$ cat config.mk
export PLATFORM = sky130hd
export DESIGN_NAME = stack_frame_allocator
export DESIGN_NICKNAME = d
export VERILOG_FILES = /design/src/hdl/sfa_pkg.sv /design/src/hdl/sfa_cell.sv /design/src/hdl/stack_frame_allocator.sv
export SDC_FILE = /design/constraint.sdc
export NUM_CORES = 2
export LEC_CHECK = 0
export BUFFER_PORTS_ARGS = -buffer_cell sky130_fd_sc_hd__buf_4
export CAP_MARGIN = 0
export CORE_AREA = 2 2 278 280
export CTS_CLUSTER_SIZE = 30
export DETAILED_ROUTE_END_ITERATION = 12
export DIE_AREA = 0 0 280 282
export PLACE_DENSITY = 0.72
export SLEW_MARGIN = 20
export SYNTH_ARGS = -nofsm -noshare
export SYNTH_HDL_FRONTEND = slang
export SYNTH_SLANG_ARGS = --single-unit
$ cat constraint.sdc
create_clock -name clock -period 34.4 [get_ports clock]
set_clock_uncertainty 0.1 [all_clocks]
set_input_delay 5.16 -clock clock [delete_from_list [all_inputs] [get_ports clock]]
set_output_delay 5.16 -clock clock [all_outputs]
set_load 0.05 [all_outputs]
$ cat src/hdl/sfa_pkg.sv
// shared types, codes and constants of the stack frame allocator
package sfa_pkg;

   localparam int unsigned MAX_FRAMES_DEFAULT   = 16;
   localparam int unsigned HEADER_BYTES_DEFAULT = 8;
   localparam int unsigned HDR_ALIGN            = 8;
   localparam int unsigned POOL_PAGE_BYTES      = 4096;

   localparam int unsigned ADDR_W  = 32;
   localparam int unsigned BYTES_W = 21;
   localparam int unsigned ALIGN_W = 4;
   localparam int unsigned COUNT_W = 5;
   localparam int unsigned FUNC_W  = 2;
   localparam int unsigned STAT_W  = 2;
   // wide enough for an aligned block end past the top of the address space
   localparam int unsigned WIDE_W  = ADDR_W + 2;
   localparam int unsigned REQ_DATA_W = 32;
   localparam int unsigned RSP_DATA_W = 72;

   typedef enum logic [FUNC_W-1:0] {
      FUNC_ALLOC       = 2'd0,
      FUNC_ALLOC_ALIGN = 2'd1,
      FUNC_FREE        = 2'd2,
      FUNC_POP         = 2'd3
   } sfa_func_type;

   typedef enum logic [STAT_W-1:0] {
      STATUS_OK       = 2'd0,
      STATUS_NO_SPACE = 2'd1,
      STATUS_FULL     = 2'd2,
      STATUS_EMPTY    = 2'd3
   } sfa_status_type;

   typedef enum logic {
      REG_POOL_BASE  = 1'b0,
      REG_POOL_BYTES = 1'b1
   } sfa_reg_type;

   typedef enum logic [1:0] {
      ST_IDLE,
      ST_HDR,
      ST_BLK,
      ST_COMMIT
   } sfa_state_type;

   // shift control shared by every cell of the header stack
   typedef struct packed {
      logic push;
      logic pop;
   } sfa_shift_type;

endpackage

$ cat src/hdl/sfa_cell.sv
// one cell of the frame header stack, shifts down on push and up on pop
module sfa_cell (
   input  logic                        clock,
   input  sfa_pkg::sfa_shift_type      shift,
   input  logic [sfa_pkg::ADDR_W-1:0]  from_above,
   input  logic [sfa_pkg::ADDR_W-1:0]  from_below,
   output logic [sfa_pkg::ADDR_W-1:0]  header
);
   import sfa_pkg::*;

   logic [ADDR_W-1:0] header_ff;
   logic [ADDR_W-1:0] header_in;

   always_comb begin
      header_in = header_ff;
      if (shift.push) begin
         header_in = from_above;
      end else if (shift.pop) begin
         header_in = from_below;
      end
   end

   always_ff @(posedge clock) begin
      header_ff <= header_in;
   end

   assign header = header_ff;

endmodule

$ cat src/hdl/stack_frame_allocator.sv
// top level of the stack frame allocator: control, address path and header cell chain
//
//  channel  | direction | handshake             | payload
//  ---------+-----------+-----------------------+------------------------------------------
//  req      | in        | req_tvalid/req_tready | tuser func, tdata bytes + align_log2
//  rsp      | out       | rsp_tvalid/rsp_tready | tuser status, tdata block/count/free addr
//  csr      | in        | csr_we                | csr_index, csr_wdata (no read-back)
//
//  every request passes through the steps accept, header round-up, block alignment and commit
//  the three-step add chain of an alloc (round to 8, add header, align) is split over the header and block steps
//  one request is worked at a time; the next is taken once the commit has happened
//  a finished result sits in the output register while the next request is accepted
//  commit stalls only while the output register still holds an untaken result
//  reset is synchronous; base, length, next-free and depth clear, no clearing pass
module stack_frame_allocator #(
   parameter int unsigned MAX_FRAMES   = sfa_pkg::MAX_FRAMES_DEFAULT,
   parameter int unsigned HEADER_BYTES = sfa_pkg::HEADER_BYTES_DEFAULT
) (
   input  logic                            clock,
   input  logic                            reset,
   // request channel
   input  logic                            req_tvalid,
   output logic                            req_tready,
   // [20:0] request_bytes, [24:21] align_log2, rest zero
   input  logic [sfa_pkg::REQ_DATA_W-1:0]  req_tdata,
   // [1:0] func
   input  logic [sfa_pkg::FUNC_W-1:0]      req_tuser,
   // response channel
   output logic                            rsp_tvalid,
   input  logic                            rsp_tready,
   // [31:0] block_address, [36:32] frame_count, [68:37] free_address, rest zero
   output logic [sfa_pkg::RSP_DATA_W-1:0]  rsp_tdata,
   // [1:0] status
   output logic [sfa_pkg::STAT_W-1:0]      rsp_tuser,
   // configuration write port
   input  logic                            csr_we,
   input  logic                            csr_index,
   input  logic [sfa_pkg::ADDR_W-1:0]      csr_wdata
);
   import sfa_pkg::*;

   localparam int unsigned DEPTH_W = $clog2(MAX_FRAMES + 1);
   localparam int unsigned CNT_W   = (DEPTH_W > COUNT_W) ? DEPTH_W : COUNT_W;
   localparam logic [WIDE_W-1:0] DEF_MASK = WIDE_W'(HDR_ALIGN - 1);

   // control and captured request
   sfa_state_type       state_ff, state_in;
   sfa_func_type        func_ff, func_in;
   logic [BYTES_W-1:0]  bytes_ff, bytes_in;
   logic [ALIGN_W-1:0]  alog_ff, alog_in;

   // address path
   logic [WIDE_W-1:0]   hdr_ff, hdr_in;        // header address, rounded to default align
   logic [ADDR_W:0]     lim_ff, lim_in;        // pool end, clamped to 2^32
   logic [WIDE_W-1:0]   blk_ff, blk_in;        // block address

   // allocator state
   logic [ADDR_W-1:0]   base_ff, base_in;
   logic [BYTES_W-1:0]  pool_bytes_ff, pool_bytes_in;
   logic [ADDR_W-1:0]   nf_ff, nf_in;
   logic [DEPTH_W-1:0]  depth_ff, depth_in;

   // output register
   logic                rsp_valid_ff, rsp_valid_in;
   logic [STAT_W-1:0]   rsp_stat_ff, rsp_stat_in;
   logic [ADDR_W-1:0]   rsp_block_ff, rsp_block_in;
   logic [COUNT_W-1:0]  rsp_count_ff, rsp_count_in;
   logic [ADDR_W-1:0]   rsp_free_ff, rsp_free_in;

   // header cell chain
   sfa_shift_type       shift;
   logic [ADDR_W-1:0]   cell_q [MAX_FRAMES];

   // combinational helpers
   logic [WIDE_W-1:0]   align_mask;
   logic [WIDE_W-1:0]   blk_base;
   logic [WIDE_W-1:0]   blk_end;
   logic [ADDR_W:0]     pool_sum;
   logic [ADDR_W-1:0]   used;
   logic                out_free;
   logic [CNT_W-1:0]    depth_ext;

   // a row of identical cells; cell 0 holds the top frame header
   for (genvar i = 0; i < MAX_FRAMES; i++) begin : g_cell
      logic [ADDR_W-1:0] above;
      logic [ADDR_W-1:0] below;
      if (i == 0) begin : g_head
         assign above = hdr_ff[ADDR_W-1:0];
      end else begin : g_mid
         assign above = cell_q[i-1];
      end
      if (i == MAX_FRAMES - 1) begin : g_tail
         assign below = cell_q[i];
      end else begin : g_body
         assign below = cell_q[i+1];
      end
      sfa_cell u_cell (
         .clock      (clock),
         .shift      (shift),
         .from_above (above),
         .from_below (below),
         .header     (cell_q[i])
      );
   end

   always_comb begin
      state_in      = state_ff;
      func_in       = func_ff;
      bytes_in      = bytes_ff;
      alog_in       = alog_ff;
      hdr_in        = hdr_ff;
      lim_in        = lim_ff;
      blk_in        = blk_ff;
      base_in       = base_ff;
      pool_bytes_in = pool_bytes_ff;
      nf_in         = nf_ff;
      depth_in      = depth_ff;
      rsp_valid_in  = rsp_valid_ff;
      rsp_stat_in   = rsp_stat_ff;
      rsp_block_in  = rsp_block_ff;
      rsp_count_in  = rsp_count_ff;
      rsp_free_in   = rsp_free_ff;
      shift         = '0;
      req_tready    = 1'b0;
      depth_ext     = '0;

      out_free   = !rsp_valid_ff || rsp_tready;
      align_mask = (WIDE_W'(1) << alog_ff) - WIDE_W'(1);
      blk_base   = hdr_ff + WIDE_W'(HEADER_BYTES);
      blk_end    = blk_ff + WIDE_W'(bytes_ff);
      pool_sum   = {1'b0, base_ff} + (ADDR_W+1)'(pool_bytes_ff);
      used       = nf_ff - base_ff;

      // taken response leaves the output register
      if (rsp_valid_ff && rsp_tready) begin
         rsp_valid_in = 1'b0;
      end

      case (state_ff)
         ST_IDLE: begin
            req_tready = 1'b1;
            if (req_tvalid) begin
               func_in  = sfa_func_type'(req_tuser);
               bytes_in = req_tdata[BYTES_W-1:0];
               alog_in  = req_tdata[BYTES_W +: ALIGN_W];
               state_in = ST_HDR;
            end
         end
         ST_HDR: begin
            // header goes at next-free rounded up to the default alignment
            hdr_in = (WIDE_W'(nf_ff) + DEF_MASK) & ~DEF_MASK;
            // pool end saturates at the top of the address space
            lim_in = pool_sum[ADDR_W] ? {1'b1, {ADDR_W{1'b0}}} : pool_sum;
            state_in = ST_BLK;
         end
         ST_BLK: begin
            if (func_ff == FUNC_ALLOC_ALIGN) begin
               blk_in = (blk_base + align_mask) & ~align_mask;
            end else begin
               blk_in = blk_base;
            end
            state_in = ST_COMMIT;
         end
         ST_COMMIT: begin
            if (out_free) begin
               rsp_stat_in  = STATUS_OK;
               rsp_block_in = '0;
               case (func_ff)
                  FUNC_ALLOC, FUNC_ALLOC_ALIGN: begin
                     if (depth_ff >= DEPTH_W'(MAX_FRAMES)) begin
                        rsp_stat_in = STATUS_FULL;
                     end else if (blk_end >= WIDE_W'(lim_ff)) begin
                        rsp_stat_in = STATUS_NO_SPACE;
                     end else begin
                        shift.push   = 1'b1;
                        depth_in     = depth_ff + DEPTH_W'(1);
                        nf_in        = blk_end[ADDR_W-1:0];
                        rsp_block_in = blk_ff[ADDR_W-1:0];
                     end
                  end
                  FUNC_FREE: begin
                     // release clamps at the pool base
                     if (nf_ff < base_ff || used < ADDR_W'(bytes_ff)) begin
                        nf_in = base_ff;
                     end else begin
                        nf_in = nf_ff - ADDR_W'(bytes_ff);
                     end
                  end
                  FUNC_POP: begin
                     if (depth_ff == '0) begin
                        rsp_stat_in = STATUS_EMPTY;
                     end else begin
                        shift.pop = 1'b1;
                        depth_in  = depth_ff - DEPTH_W'(1);
                        // last frame rewinds to base, otherwise to the popped header
                        nf_in = (depth_ff == DEPTH_W'(1)) ? base_ff : cell_q[0];
                     end
                  end
                  default: begin
                     rsp_stat_in = STATUS_OK;
                  end
               endcase
               depth_ext    = CNT_W'(depth_in);
               rsp_count_in = depth_ext[COUNT_W-1:0];
               rsp_free_in  = nf_in;
               rsp_valid_in = 1'b1;
               state_in     = ST_IDLE;
            end
         end
         default: begin
            state_in = ST_IDLE;
         end
      endcase

      // the user must write registers only while no request is in flight; the block does not enforce this
      if (csr_we) begin
         case (sfa_reg_type'(csr_index))
            REG_POOL_BASE: begin
               base_in  = csr_wdata;
               nf_in    = csr_wdata;
               depth_in = '0;
            end
            REG_POOL_BYTES: begin
               pool_bytes_in = csr_wdata[BYTES_W-1:0];
            end
            default: begin
               pool_bytes_in = pool_bytes_ff;
            end
         endcase
      end
   end

   always_ff @(posedge clock) begin
      if (reset) begin
         state_ff      <= ST_IDLE;
         base_ff       <= '0;
         pool_bytes_ff <= '0;
         nf_ff         <= '0;
         depth_ff      <= '0;
         rsp_valid_ff  <= 1'b0;
      end else begin
         state_ff      <= state_in;
         base_ff       <= base_in;
         pool_bytes_ff <= pool_bytes_in;
         nf_ff         <= nf_in;
         depth_ff      <= depth_in;
         rsp_valid_ff  <= rsp_valid_in;
      end
   end

   always_ff @(posedge clock) begin
      func_ff      <= func_in;
      bytes_ff     <= bytes_in;
      alog_ff      <= alog_in;
      hdr_ff       <= hdr_in;
      lim_ff       <= lim_in;
      blk_ff       <= blk_in;
      rsp_stat_ff  <= rsp_stat_in;
      rsp_block_ff <= rsp_block_in;
      rsp_count_ff <= rsp_count_in;
      rsp_free_ff  <= rsp_free_in;
   end

   assign rsp_tvalid = rsp_valid_ff;
   assign rsp_tuser  = rsp_stat_ff;
   assign rsp_tdata  = {(RSP_DATA_W - 2*ADDR_W - COUNT_W)'(0),
                        rsp_free_ff, rsp_count_ff, rsp_block_ff};

   // stack never holds more frames than it has cells
   a_depth_bound: assert property (@(posedge clock) disable iff (reset)
      depth_ff <= DEPTH_W'(MAX_FRAMES))
      else $error("frame depth above stack size");

   // next-free never drops below the pool base
   a_nf_above_base: assert property (@(posedge clock) disable iff (reset)
      nf_ff >= base_ff)
      else $error("next-free below pool base");

   // a failed request never hands out a block address
   a_fail_no_block: assert property (@(posedge clock) disable iff (reset)
      (rsp_valid_ff && rsp_stat_ff != STATUS_OK) |-> rsp_block_ff == '0)
      else $error("block address on failed request");

   // a blocked commit holds its state until the output register drains
   a_commit_holds: assert property (@(posedge clock) disable iff (reset)
      (state_ff == ST_COMMIT && rsp_valid_ff && !rsp_tready) |=> state_ff == ST_COMMIT)
      else $error("commit left with output register full");

endmodule

==> results.toml <==
[detailed_routing]
ant_nets = 0
via_count = 30500
drc = 0
drt_pre_antenna_iters = 6
avgViaCountPerCell = 5.75
first_iter_violations = 3505
wirelength_microns = 108000
wire_per_inst_microns = 20.3

[run_status]
status = "complete, no violations"

[synth]
synth-edff-count = 701
ys_top_cells_by_area = "edfxtp_1, nand2_1, ha_1"
async_flop_share_pct = 0
synth_common_cells = "nand2_1, edfxtp_1, ha_1, a21oi_1, nor2_1"
yosys_warnings = 0
yosys.area.top_type = "edfxtp_1"
syn_area_per_cell_sq_um = 9.97
ys_ff_latch = 794
synth_most_common_cell = "nand2_1"
netlist_area_sq_um = 41600
ys_seq_area_share_pct = 55.1
synth_cell_types = 83
yosys.area.top_type_share_pct = 50.7
synthFlopType = "edfxtp_1"
synthCells = 4170

[clocking]
clockBufferDepth = 3
postCtsHoldBufs = 0
numCtsBuffers = 85
clkTransAtPathRegs_ns = 0.06
cts.sinks = 794
htreeDepth = 3
clk_latency_ns = 0.65
post_cts_resized = 0
post_cts_buffers = 0
clock-root-buffer = "clkbuf_16"
cts_tree = "done"

[sta]
tightest_slew_ns = 1.15
period_minus_slack_ns = 10.06
layout_setup_ws_ns = 24.34
fin_hold_ws_ns = 0.346
relSlewSlack_pct = 23.2
finalMaxSlewViolations = 0
finalHoldViolCount = 0
final.period_utilization_pct = 29.3
setup_viol = 0
timing.fmax_ghz = 0.0994
tns_ns = 0
rsz0062_at_grt = "no"

[placement]
io_buffers = 134
dp.cells = 5147
place.gp.congestion = 0.979
post-place-ws_ns = 24.53
dp_hpwl_microns = 74100

[layout]
layout-drive-gt1-share_pct = 9.48
nFillCells = 6241
num_antenna_cells = 0
layoutNonFillerInstCount = 5303
area_delta_synth_final_pct = 11.1
fin_nets = 4517

[worst_setup_path]
path_cells = "ha_1 -> a21oi_1 -> o22ai_1 -> o21ai_0 -> o311ai_0 -> a221o_1 -> and2_1 -> xnor2_1 -> ha_1 -> and4_1 -> and4_1 -> o311ai_0 -> and4_1 -> o2111ai_1 -> nor3_2 -> nand2_4 -> inv_8 -> buf_4 -> buf_4"
cpMostUsedCell = "and4_1"
worstPathArrival_ns = 10.22
cp_max_fo = 165
cp.required_ns = 34.56
cp-end-kind = "flip-flop"
critPathKind = "reg -> reg"
cpPeakStageDelay_ns = 0.88
cpMaxStageDelayCell = "o21ai_0"
startpoint_type = "flip-flop"

[global_routing]
overflow = 0
grt_first_pass_wirelength_microns = 164000
grt_pass1_vias = 28400
antenna_found_initial = 1
grt_use_total_pct = 27.0
grt_max_degree = 239

[floorplanning]
die_x_microns = 280
boundaryPins = 148
rows = 101
fp.dieH_microns = 282
die_area_sq_um = 79000
core_region_area_sq_um = 75700
initial_utilization_pct = 54.9

[power]
finalPower_w = 0.00305
peakVddDrop_v = 0.0000401
leakage_nw = 19.0
pwr_density_cell_nw_per_um2 = 66.1

[flow_run]
maxCapViolCount = 0

[min_path]
holdCritPathClass = "reg -> reg"
power by group:
part           internal, W  leakage (nW)  switching (W)
Sequential         0.00116          7.14      0.0000853
Clock             0.000500          1.32       0.000382
Combinational     0.000329          10.6       0.000589
final timing paths:
| path | startpoint | endpoint | slack, ns | depth (start not counted) |
|---|---|---|---|---|
| worst max-delay path | blk_ff[4]$_DFFE_PP_ | g_cell[15].u_cell.header[26]$_DFFE_PN_ | 24.34 | 19 |
| worst min-delay path | g_cell[14].u_cell.header[10]$_DFFE_PP_ | g_cell[15].u_cell.header[10]$_DFFE_PN_ | 0.35 | 0 |
| worst max register to register | blk_ff[4]$_DFFE_PP_ | g_cell[15].u_cell.header[26]$_DFFE_PN_ | 24.34 | 19 |
| worst min register to register | g_cell[14].u_cell.header[10]$_DFFE_PP_ | g_cell[15].u_cell.header[10]$_DFFE_PN_ | 0.35 | 0 |
placed cells by master, fill, tap and decap left out, types with 15 or more instances in the layout:
| master | netlist | routed |
|---|---|---|
| a211oi_1 | 18 | 18 |
| a21o_1 | 68 | 68 |
| a21oi_1 | 174 | 173 |
| a221o_1 | 40 | 40 |
| a22oi_1 | 23 | 23 |
| a31oi_1 | 15 | 15 |
| and2_1 | 63 | 62 |
| and3_1 | 32 | 32 |
| buf_4 | 6 | 171 |
| clkbuf_1 | 147 | 23 |
| clkbuf_16 | 0 | 87 |
| clkinv_2 | 0 | 19 |
| conb_1 | 1 | 22 |
| dfxtp_1 | 93 | 93 |
| edfxtp_1 | 701 | 701 |
| ha_1 | 183 | 182 |
| inv_1 | 140 | 138 |
| mux2_2 | 67 | 67 |
| mux2i_1 | 23 | 23 |
| nand2_1 | 1472 | 1471 |
| nand2b_1 | 19 | 19 |
| nand3_1 | 51 | 51 |
| nand4_1 | 28 | 28 |
| nor2_1 | 148 | 142 |
| nor2b_1 | 25 | 23 |
| nor3_1 | 41 | 40 |
| o21a_1 | 33 | 33 |
| o21ai_0 | 122 | 122 |
| o31ai_1 | 23 | 23 |
| xnor2_1 | 110 | 110 |
| xor2_1 | 68 | 68 |
layout make-up:
type	instances	area (sq um)	share of cell area, %
clock buffers	114	2320	5.02
clock inverters	41	352	0.762
inverters	140	534	1.16
multi-input cells	3060	17400	37.8
flip-flops and latches	794	22900	49.6
well taps	978	1220	2.65
repair buffers	176	1380	2.99
registers in the layout (all words and copies together) (netlist names):
name	count
g_cell.u_cell.header	512
lim_ff	33
base_ff	32
nf_ff	32
rsp_free_ff	32
blk_ff	31
hdr_ff	30
rsp_block_ff	29
bytes_ff	21
pool_bytes_ff	21
depth_ff	5
rsp_count_ff	5
alog_ff	4
func_ff	2
rsp_tuser	2
state_ff	2
rsp_tvalid	1
worst max-delay path, delay by kind of cell (launching register included):
| family | cells | cell delay, ns |
|---|---|---|
| buffers and inverters | 3 | 2.40 |
| AO/OA/AOI/OAI | 7 | 2.98 |
| XOR/XNOR | 1 | 0.27 |
| AND/OR/NAND/NOR | 6 | 2.56 |
| adder cells (fa/ha/maj) | 2 | 0.65 |
| flip-flops | 1 | 0.59 |
metal layers:
metal | vias to the layer above | GRT usage, % | wire [microns]
li1 | 14700 | - | -
met1 | 14400 | 36.4 | 45300
met2 | 1123 | 41.6 | 47900
met3 | 254 | 4.44 | 8130
met4 | 0 | 15.2 | 6400
met5 | - | 0 | 0
logic make-up after synthesis:
group | after synthesis | share of synthesized area [%]
compound gates | 652 | 10.6
xor+xnor | 178 | 3.75
fa+ha+maj | 188 | 5.75
buf+inv | 337 | 3.22
flops | 794 | 55.1
mux | 90 | 2.37
other cells | 1 | 0.00902
simple gates | 1930 | 19.1
metrics by stage:
stage                     utilization (%)  cell area [sq um]
after floorplan                         -              41600
after global placement               57.4              43500
after detailed placement             57.4              43500
after CTS                            60.9              46100
after global routing                 61.0              46200
final                                61.0              46200
No activity file was read; power rests on OpenSTA's default activity.
